`config.mk`:
```
export PLATFORM = sky130hd
export DESIGN_NAME = uart_command_frame_decoder
export DESIGN_NICKNAME = d
export VERILOG_FILES = /design/src/ucfd_pkg.sv /design/src/uart_command_frame_decoder.sv
export SDC_FILE = /design/constraint.sdc
export NUM_CORES = 1
export LEC_CHECK = 0
export ABC_AREA = 1
export BUFFER_PORTS_ARGS = -buffer_cell sky130_fd_sc_hd__buf_2
export CORE_ASPECT_RATIO = 0.8
export CORE_UTILIZATION = 58
export DETAILED_ROUTE_END_ITERATION = 16
export GPL_TIMING_DRIVEN = 0
export PLACE_DENSITY = 0.79
export SLEW_MARGIN = 10
export SYNTH_ARGS = -nofsm -noshare
export SYNTH_HDL_FRONTEND = slang
export SYNTH_SLANG_ARGS = --single-unit
export TNS_END_PERCENT = 1
```
`constraint.sdc`:
```
create_clock -name i_clk -period 6.8 [get_ports i_clk]
set_input_delay 0 -clock i_clk [delete_from_list [all_inputs] [get_ports i_clk]]
set_output_delay 0 -clock i_clk [all_outputs]
set_load 0.005 [all_outputs]
```
`src/ucfd_pkg.sv`:
```
`default_nettype none

package ucfd_pkg;

    // command codes
    localparam logic CMD_RX_BYTE = 1'b0;
    localparam logic CMD_CHECK   = 1'b1;

    // frame opcodes
    localparam logic [7:0] OP_TIME_SYNC = 8'd2;
    localparam logic [7:0] OP_SET_ALARM = 8'd4;
    localparam logic [7:0] OP_NONE      = 8'd0;

    // framing bytes
    localparam logic [7:0] MARK_BYTE = 8'hFF;
    localparam logic [7:0] END_BYTE  = 8'h0D;

    localparam logic [7:0] HOURS_HALF    = 8'd12;
    localparam int         NUM_PARAMS    = 3;
    localparam logic [1:0] PARAM_FULL    = 2'd3;
    localparam logic [2:0] TRACK_DEFAULT = 3'd4;

    // v mod 12: fold 16*h + l to 4*h + l (at most 75), then reciprocal multiply
    function automatic logic [3:0] mod12(input logic [7:0] v);
        logic [6:0]  x;
        logic [12:0] prod;
        logic [2:0]  q;
        logic [6:0]  r;
        x    = 7'({v[7:4], 2'b00}) + 7'(v[3:0]);
        prod = 13'(x) * 13'd43;
        q    = prod[11:9];
        r    = x - 7'(q) * 7'd12;
        return r[3:0];
    endfunction

endpackage

`default_nettype wire

```
`src/uart_command_frame_decoder.sv`:
```
`default_nettype none

// channel   valid        ready        payload
// input     i_in_valid   o_in_ready   i_command, i_rx_byte, i_clock_hour, i_clock_minute,
//                                     i_clock_pm
// output    o_out_valid  i_out_ready  o_frame_done ... o_alarm_fire (twelve fields)
//
// one request per cycle while the output is not stalled: the whole per-byte update is
// done in the accept cycle and the result lands in the single output register in the next cycle
// a new request is taken while the output register is empty or being drained
// when the output stalls, o_in_ready drops and the frame and alarm state hold
// synchronous active-low reset clears frame state, alarm state and the output valid

module uart_command_frame_decoder (
    input  wire logic       i_clk,
    input  wire logic       i_rst_n,

    input  wire logic       i_in_valid,
    output logic            o_in_ready,
    input  wire logic       i_command,
    input  wire logic [7:0] i_rx_byte,
    input  wire logic [3:0] i_clock_hour,
    input  wire logic [5:0] i_clock_minute,
    input  wire logic       i_clock_pm,

    output logic            o_out_valid,
    input  wire logic       i_out_ready,
    output logic            o_frame_done,
    output logic            o_time_set_valid,
    output logic [3:0]      o_set_hour,
    output logic            o_set_pm,
    output logic [7:0]      o_set_minute,
    output logic [7:0]      o_set_second,
    output logic [2:0]      o_track_index,
    output logic [3:0]      o_alarm_hour_out,
    output logic [7:0]      o_alarm_minute_out,
    output logic            o_alarm_pm_out,
    output logic            o_alarm_armed_out,
    output logic            o_alarm_fire
);

    // frame state
    logic       r_frame_open, n_frame_open;
    logic [7:0] r_prev_byte,  n_prev_byte;
    logic [7:0] r_opcode,     n_opcode;
    logic [1:0] r_param_count, n_param_count;
    logic [7:0] r_param [ucfd_pkg::NUM_PARAMS];
    logic [7:0] n_param [ucfd_pkg::NUM_PARAMS];

    // alarm state
    logic [3:0] r_alarm_hour,   n_alarm_hour;
    logic [7:0] r_alarm_minute, n_alarm_minute;
    logic       r_alarm_pm,     n_alarm_pm;
    logic       r_alarm_armed,  n_alarm_armed;
    logic [2:0] r_track,        n_track;

    // output register
    logic       r_out_valid;
    logic       r_frame_done,   n_frame_done;
    logic       r_time_set,     n_time_set;
    logic [3:0] r_set_hour,     n_set_hour;
    logic       r_set_pm,       n_set_pm;
    logic [7:0] r_set_minute,   n_set_minute;
    logic [7:0] r_set_second,   n_set_second;
    logic       r_fire,         n_fire;

    logic accept;

    // byte decode terms
    logic       is_mark;
    logic       prev_mark;
    logic       open_frame;
    logic       take_opcode;
    logic       in_param;
    logic       close_frame;
    logic       clock_differs;
    logic       clock_matches;
    logic [7:0] p0;
    logic [7:0] p1;
    logic [7:0] p2;

    // output register frees up when empty or being drained
    assign o_in_ready = !r_out_valid || i_out_ready;
    assign accept     = i_in_valid && o_in_ready;

    assign is_mark     = (i_rx_byte == ucfd_pkg::MARK_BYTE);
    assign prev_mark   = (r_prev_byte == ucfd_pkg::MARK_BYTE);
    // two marks in a row open a frame
    assign open_frame  = prev_mark && is_mark && !r_frame_open;
    // first non-mark after a mark inside an open frame with no opcode yet
    assign take_opcode = !is_mark && prev_mark && (r_opcode == ucfd_pkg::OP_NONE)
                         && r_frame_open;
    // any other received byte inside an open frame is a parameter byte
    assign in_param    = (i_command == ucfd_pkg::CMD_RX_BYTE) && r_frame_open
                         && !take_opcode;
    // raw carriage return closes, even when it was not stored
    assign close_frame = in_param && (i_rx_byte == ucfd_pkg::END_BYTE);

    // parameters stored inverted; the closing byte also goes into the next free slot when there is room
    always_comb begin
        for (int k = 0; k < ucfd_pkg::NUM_PARAMS; k++) begin
            if (in_param && (r_param_count == 2'(k))) begin
                n_param[k] = ~i_rx_byte;
            end else begin
                n_param[k] = r_param[k];
            end
        end
    end

    assign p0 = n_param[0];
    assign p1 = n_param[1];
    assign p2 = n_param[2];

    assign clock_differs = (r_alarm_minute != {2'b00, i_clock_minute})
                           || (r_alarm_hour != i_clock_hour)
                           || (r_alarm_pm != i_clock_pm);
    assign clock_matches = !clock_differs;

    // next state and next result for the current request
    always_comb begin
        n_frame_open   = r_frame_open;
        n_prev_byte    = r_prev_byte;
        n_opcode       = r_opcode;
        n_param_count  = r_param_count;
        n_alarm_hour   = r_alarm_hour;
        n_alarm_minute = r_alarm_minute;
        n_alarm_pm     = r_alarm_pm;
        n_alarm_armed  = r_alarm_armed;
        n_track        = r_track;
        n_frame_done   = 1'b0;
        n_time_set     = 1'b0;
        n_set_hour     = 4'd0;
        n_set_pm       = 1'b0;
        n_set_minute   = 8'd0;
        n_set_second   = 8'd0;
        n_fire         = 1'b0;

        if (i_command == ucfd_pkg::CMD_CHECK) begin
            // alarm check leaves the frame state alone
            if (r_alarm_armed && clock_matches) begin
                n_alarm_armed = 1'b0;
                n_fire        = 1'b1;
            end
        end else begin
            n_prev_byte = i_rx_byte;
            if (open_frame) begin
                n_frame_open = 1'b1;
            end else if (take_opcode) begin
                n_opcode = i_rx_byte;
            end else if (in_param) begin
                // count saturates once all parameter slots are filled
                if (r_param_count != ucfd_pkg::PARAM_FULL) begin
                    n_param_count = r_param_count + 2'd1;
                end
                if (close_frame) begin
                    n_frame_done = 1'b1;
                    if (r_opcode == ucfd_pkg::OP_TIME_SYNC) begin
                        n_time_set   = 1'b1;
                        n_set_hour   = ucfd_pkg::mod12(p0);
                        n_set_pm     = (p0 >= ucfd_pkg::HOURS_HALF);
                        n_set_minute = p1;
                        n_set_second = p2;
                    end else if (r_opcode == ucfd_pkg::OP_SET_ALARM) begin
                        // tracks 1..4 map to 0..3, anything else to the default track
                        if ((p2 >= 8'd1) && (p2 <= 8'd4)) begin
                            n_track = 3'(p2 - 8'd1);
                        end else begin
                            n_track = ucfd_pkg::TRACK_DEFAULT;
                        end
                        // reload only when the stored alarm is not the current time
                        if (clock_differs) begin
                            n_alarm_hour   = ucfd_pkg::mod12(p0);
                            n_alarm_pm     = (p0 >= ucfd_pkg::HOURS_HALF);
                            n_alarm_minute = p1;
                            n_alarm_armed  = 1'b1;
                        end
                    end
                    // frame close drops opcode, count and frame flag
                    n_opcode      = ucfd_pkg::OP_NONE;
                    n_param_count = 2'd0;
                    n_frame_open  = 1'b0;
                end
            end
        end
    end

    // control state
    always_ff @(posedge i_clk) begin
        if (!i_rst_n) begin
            r_frame_open   <= 1'b0;
            r_prev_byte    <= 8'd0;
            r_opcode       <= ucfd_pkg::OP_NONE;
            r_param_count  <= 2'd0;
            r_alarm_hour   <= 4'd0;
            r_alarm_minute <= 8'd0;
            r_alarm_pm     <= 1'b0;
            r_alarm_armed  <= 1'b0;
            r_track        <= 3'd0;
            r_out_valid    <= 1'b0;
            for (int k = 0; k < ucfd_pkg::NUM_PARAMS; k++) begin
                r_param[k] <= 8'd0;
            end
        end else begin
            if (accept) begin
                r_frame_open   <= n_frame_open;
                r_prev_byte    <= n_prev_byte;
                r_opcode       <= n_opcode;
                r_param_count  <= n_param_count;
                r_alarm_hour   <= n_alarm_hour;
                r_alarm_minute <= n_alarm_minute;
                r_alarm_pm     <= n_alarm_pm;
                r_alarm_armed  <= n_alarm_armed;
                r_track        <= n_track;
                // parameter slots read as zero again after a close
                for (int k = 0; k < ucfd_pkg::NUM_PARAMS; k++) begin
                    r_param[k] <= (i_command == ucfd_pkg::CMD_RX_BYTE && close_frame)
                                  ? 8'd0 : n_param[k];
                end
            end
            if (o_in_ready) begin
                r_out_valid <= i_in_valid;
            end
        end
    end

    // result payload
    always_ff @(posedge i_clk) begin
        if (accept) begin
            r_frame_done <= n_frame_done;
            r_time_set   <= n_time_set;
            r_set_hour   <= n_set_hour;
            r_set_pm     <= n_set_pm;
            r_set_minute <= n_set_minute;
            r_set_second <= n_set_second;
            r_fire       <= n_fire;
        end
    end

    assign o_out_valid        = r_out_valid;
    assign o_frame_done       = r_frame_done;
    assign o_time_set_valid   = r_time_set;
    assign o_set_hour         = r_set_hour;
    assign o_set_pm           = r_set_pm;
    assign o_set_minute       = r_set_minute;
    assign o_set_second       = r_set_second;
    // alarm and track fields show the state left by the request just delivered
    assign o_track_index      = r_track;
    assign o_alarm_hour_out   = r_alarm_hour;
    assign o_alarm_minute_out = r_alarm_minute;
    assign o_alarm_pm_out     = r_alarm_pm;
    assign o_alarm_armed_out  = r_alarm_armed;
    assign o_alarm_fire       = r_fire;

`ifndef SYNTHESIS
    // no opcode or parameter survives outside an open frame
    a_closed_frame_empty: assert property (@(posedge i_clk) disable iff (!i_rst_n)
        !r_frame_open |-> (r_opcode == ucfd_pkg::OP_NONE) && (r_param_count == 2'd0))
        else $error("frame state left over outside a frame");

    // a time setting is only reported on a closing byte, with an hour below 12
    a_time_set_closes: assert property (@(posedge i_clk) disable iff (!i_rst_n)
        o_out_valid && o_time_set_valid |-> o_frame_done && (o_set_hour < 4'd12))
        else $error("time setting without frame close or hour out of range");

    // firing always disarms and never comes with a frame close
    a_fire_disarms: assert property (@(posedge i_clk) disable iff (!i_rst_n)
        o_out_valid && o_alarm_fire |-> !o_alarm_armed_out && !o_frame_done)
        else $error("alarm fired but still armed");

    // a full output register that is not drained blocks new requests
    a_stall_blocks: assert property (@(posedge i_clk) disable iff (!i_rst_n)
        r_out_valid && !i_out_ready |-> !o_in_ready)
        else $error("request taken while result stalled");

    // state holds when no request is taken
    a_state_holds: assert property (@(posedge i_clk) disable iff (!i_rst_n)
        !accept |=> $stable(r_alarm_armed) && $stable(r_prev_byte) && $stable(r_track))
        else $error("state changed without a request");
`endif

endmodule

`default_nettype wire
```
==> qor.txt <==
=================================================================================
Placeable core region ..............................................     7980 µm²
Synth async-reset ratio ............................................           0%
Number of maximum-capacitance constraint violations ................            0
Setup tns final ....................................................         0 ps
Area fraction of the dominant cell type after synthesis ............        29.9%
Sum of routed wire length over all layers ..........................     12000 µm
Die area ...........................................................     8680 µm²
CTS tree ...........................................................         done
Worst path required time ...........................................      6900 ps
Mean Syn Cell Area .................................................     8.65 µm²
Most instantiated cells after synthesis ............................ 94 x sky130_fd_sc_hd__nand2_1, 85 x sky130_fd_sc_hd__inv_1, 81 x sky130_fd_sc_hd__nor2_1
Total vias in the final route ......................................         4224
Cell area after synthesis ..........................................     4820 µm²
Cts bufs inserted ..................................................            9
CTS H-tree lvls ....................................................            3
Worst voltage drop across the vdd grid .............................       127 µV
Largest clock skew in the final design .............................      10.4 ps
Final min period ...................................................      6210 ps
Global-route wire length before repair .............................     19600 µm
Filler cell count ..................................................          625
Count of final hold-check violations ...............................            0
Number of global-route vias before repair ..........................         4036
Iteration count of the initial detailed-routing pass ...............            5
Slowest cell on crit path .......................................... sky130_fd_sc_hd__fa_1
Transition at the pin with the smallest max-transition slack .......      1190 ps
DR DRC count .......................................................            0
Antenna diode count ................................................            0
GPL Wtd Cong .......................................................        0.874
I/O Buffers ........................................................           65
Kind of cell with the highest combined delay on the critical path ..  adder cells
Kind of critical path ..............................................       in2reg
Clock tree sinks ...................................................           85
Worst endpoint data arrival time ...................................      6310 ps
Result of the run ..................................................    completed
IO Count ...........................................................           67
Die Y ..............................................................      83.5 µm
Reported leakage power .............................................      2.60 nW
Post-synth top flop ................................................ sky130_fd_sc_hd__edfxtp_1
Area taken by multi-input logic gates ..............................     2250 µm²
Sort of element at the end of the critical path ....................         flop
Sequential element share of the synthesized area ...................        45.3%
CP most frequent cell .............................................. sky130_fd_sc_hd__nand2_1
Longest individual stage delay on the worst path ...................       560 ps
Maximum number of pins on one net before global-route repair .......           28
Clock-pin slew on the worst setup and hold paths ...................        90 ps
Min Hold Slack .....................................................      78.7 ps
Source-to-sink clock delay at the later pin of the worst-skew pair .       370 ps
Starting density of the core .......................................        60.4%
Area grow syn2layout ...............................................        16.1%
Final setup violation count ........................................            0
Class of the most critical hold timing path ........................       in2reg
Final layout net count .............................................          705
Number of antenna violations at the first check in global routing ..            0
Fraction of final layout cells sized beyond drive strength 1 .......        16.7%
Die span in x ......................................................       104 µm
Synth cell types ...................................................           43
Synthesized Nets ...................................................          620
Max Freq ...........................................................      161 MHz
Synth warnings .....................................................            0
Total global routing overflow ......................................            0
Detailed-route wire length per cell ................................      15.9 µm
Final Slew Violations ..............................................            0
Post-cts resize count ..............................................            0
Site Rows ..........................................................           29
Detailed placement HPWL ............................................      8670 µm
Post-DRT Antenna Nets ..............................................            0
Worst relative slew slack ..........................................        20.6%
Initial DRC count ..................................................          331
Most common cell in the netlist .................................... sky130_fd_sc_hd__nand2_1
Biggest fanout along the worst timing path .........................           10
Biggest area contributors in the synthesized netlist ............... sky130_fd_sc_hd__edfxtp_1 30%, sky130_fd_sc_hd__dfxtp_1 15%, sky130_fd_sc_hd__ha_1 8.3%, sky130_fd_sc_hd__nand2_1 7.3%, sky130_fd_sc_hd__inv_1 6.6%
Synthesized flop and latch total ...................................           85
Cell taking the most area after synthesis .......................... sky130_fd_sc_hd__edfxtp_1
Buffer type at the clock tree root ................................. sky130_fd_sc_hd__clkbuf_8
Number of cells produced by synthesis ..............................          557
Post-synth EDFFs ...................................................           48
Fin crit share .....................................................        91.4%
Number of buffer and inverter instances along the worst setup path .            8
Global-route total usage across every layer ........................        29.1%
Pwr Density ........................................................   219 nW/µm²
Buffers from clock root to sink, at most ...........................            2
Routed vias/inst ...................................................         5.59
Register area ......................................................     2180 µm²
Setup repair after global routing missed its margin ................           no
CP Launch Type .....................................................    input pin
=================================================================================
-- stage by stage --
stage	std cells	cell area (µm²)	total power [W]	worst slack [ps]	utilization [%]
finish	755	5600	0.00122	586	70.1
detailed placement	730	5280	0.000815	685	66.1
floorplan	557	4820	0.000745	1460	-
global placement	730	5280	0.000800	934	66.1
CTS	755	5600	0.00122	651	70.1
global route	755	5600	0.00128	2.66	70.1
-- routing by layer --
layer  GRT usage [%]  wire, µm  vias up
met3            5.15       935       27
met4            9.61       254        0
met1            40.6      5410     1985
met5               0         0        -
li1                -         -     2022
met2            46.1      5440      190
-- what timing repair did --
item / 4_1_cts / 5_1_grt
buffers inserted: 0 / 0
endpoints found under the hold margin: 14 / 0
hold buffers: 9 / 0
-- kinds of logic (layout without fill, tap and decap cells) --
family	after synthesis	after routing	share of synthesized area [%]
simple gates	238	238	23.4
buf+inv	99	189	8.00
compound gates	87	87	10.5
flops	85	85	45.3
fa+ha+maj	39	39	11.2
xor+xnor	9	9	1.64
-- flip-flops by register name, indices dropped and copies added (netlist names) --
register,flops
o_alarm_hour_out,4
o_time_set_valid,1
o_set_hour,4
r_param_count,2
o_out_valid,1
o_frame_done,1
r_opcode,8
r_param,24
r_frame_open,1
o_alarm_minute_out,8
o_set_minute,8
o_alarm_armed_out,1
o_set_pm,1
o_alarm_pm_out,1
o_track_index,3
r_prev_byte,8
o_set_second,8
o_alarm_fire,1
-- worst paths after layout --
| check | start | end | slack, ps | cells after the start |
|---|---|---|---|---|
| worst max-delay path | i_rx_byte[3] | o_set_hour[3] | 590 | 33 |
| worst min-delay path | i_in_valid | o_out_valid | 80 | 3 |
| worst max register to register | r_opcode[2] | o_set_hour[3] | 600 | 30 |
| worst min register to register | r_opcode[7] | r_opcode[7] | 470 | 2 |
-- report_power, final --
part	leakage, nW	total (W)	switching (W)	internal (W)
combinational	1.68	0.000246	0.000156	0.0000897
clock	0.111	0.000410	0.000198	0.000211
sequential	0.810	0.000569	0.00000627	0.000563
-- layout by cell type (no fill, tap or decap), types with 2 or more instances in the layout --
cell                            instances
sky130_fd_sc_hd__a211oi_1              12
sky130_fd_sc_hd__a21oi_1               35
sky130_fd_sc_hd__buf_2                 67
sky130_fd_sc_hd__bufinv_16              2
sky130_fd_sc_hd__clkbuf_1              10
sky130_fd_sc_hd__clkbuf_8               9
sky130_fd_sc_hd__dfxtp_1               37
sky130_fd_sc_hd__dlygate4sd3_1          9
sky130_fd_sc_hd__edfxtp_1              48
sky130_fd_sc_hd__fa_1                   7
sky130_fd_sc_hd__ha_1                  32
sky130_fd_sc_hd__inv_1                 85
sky130_fd_sc_hd__inv_6                  3
sky130_fd_sc_hd__nand2_1               94
sky130_fd_sc_hd__nand2_2                2
sky130_fd_sc_hd__nand3_1               18
sky130_fd_sc_hd__nand3_4                2
sky130_fd_sc_hd__nand4_1               10
sky130_fd_sc_hd__nor2_1                81
sky130_fd_sc_hd__nor2_2                 6
sky130_fd_sc_hd__nor2_8                 2
sky130_fd_sc_hd__nor3_1                 7
sky130_fd_sc_hd__nor3_2                 3
sky130_fd_sc_hd__nor4_1                 5
sky130_fd_sc_hd__o211ai_1               3
sky130_fd_sc_hd__o21ai_0               23
sky130_fd_sc_hd__o21ai_1                4
sky130_fd_sc_hd__or2_2                  2
sky130_fd_sc_hd__xor2_1                 9
-- layout make-up --
class	count	share of cell area, %
Buffer	13	1.12
Clock buffer	9	2.21
Clock inverter	7	1.83
Inverter	86	5.77
Multi-Input combinational cell	373	40.2
Sequential cell	85	39.0
Tap cell	108	2.41
Timing Repair Buffer	74	7.42
-- worst reg2reg max path: cells and delay by family, from the launching register on --
kind	cells	cell delay [ps]
AO/OA/AOI/OAI	3	690
XOR/XNOR	3	960
adder cells (fa/ha/maj)	6	2140
flip-flops	1	350
buffers and inverters	5	370
AND/OR/NAND/NOR	13	1420
(Power assumes the default switching activity.)
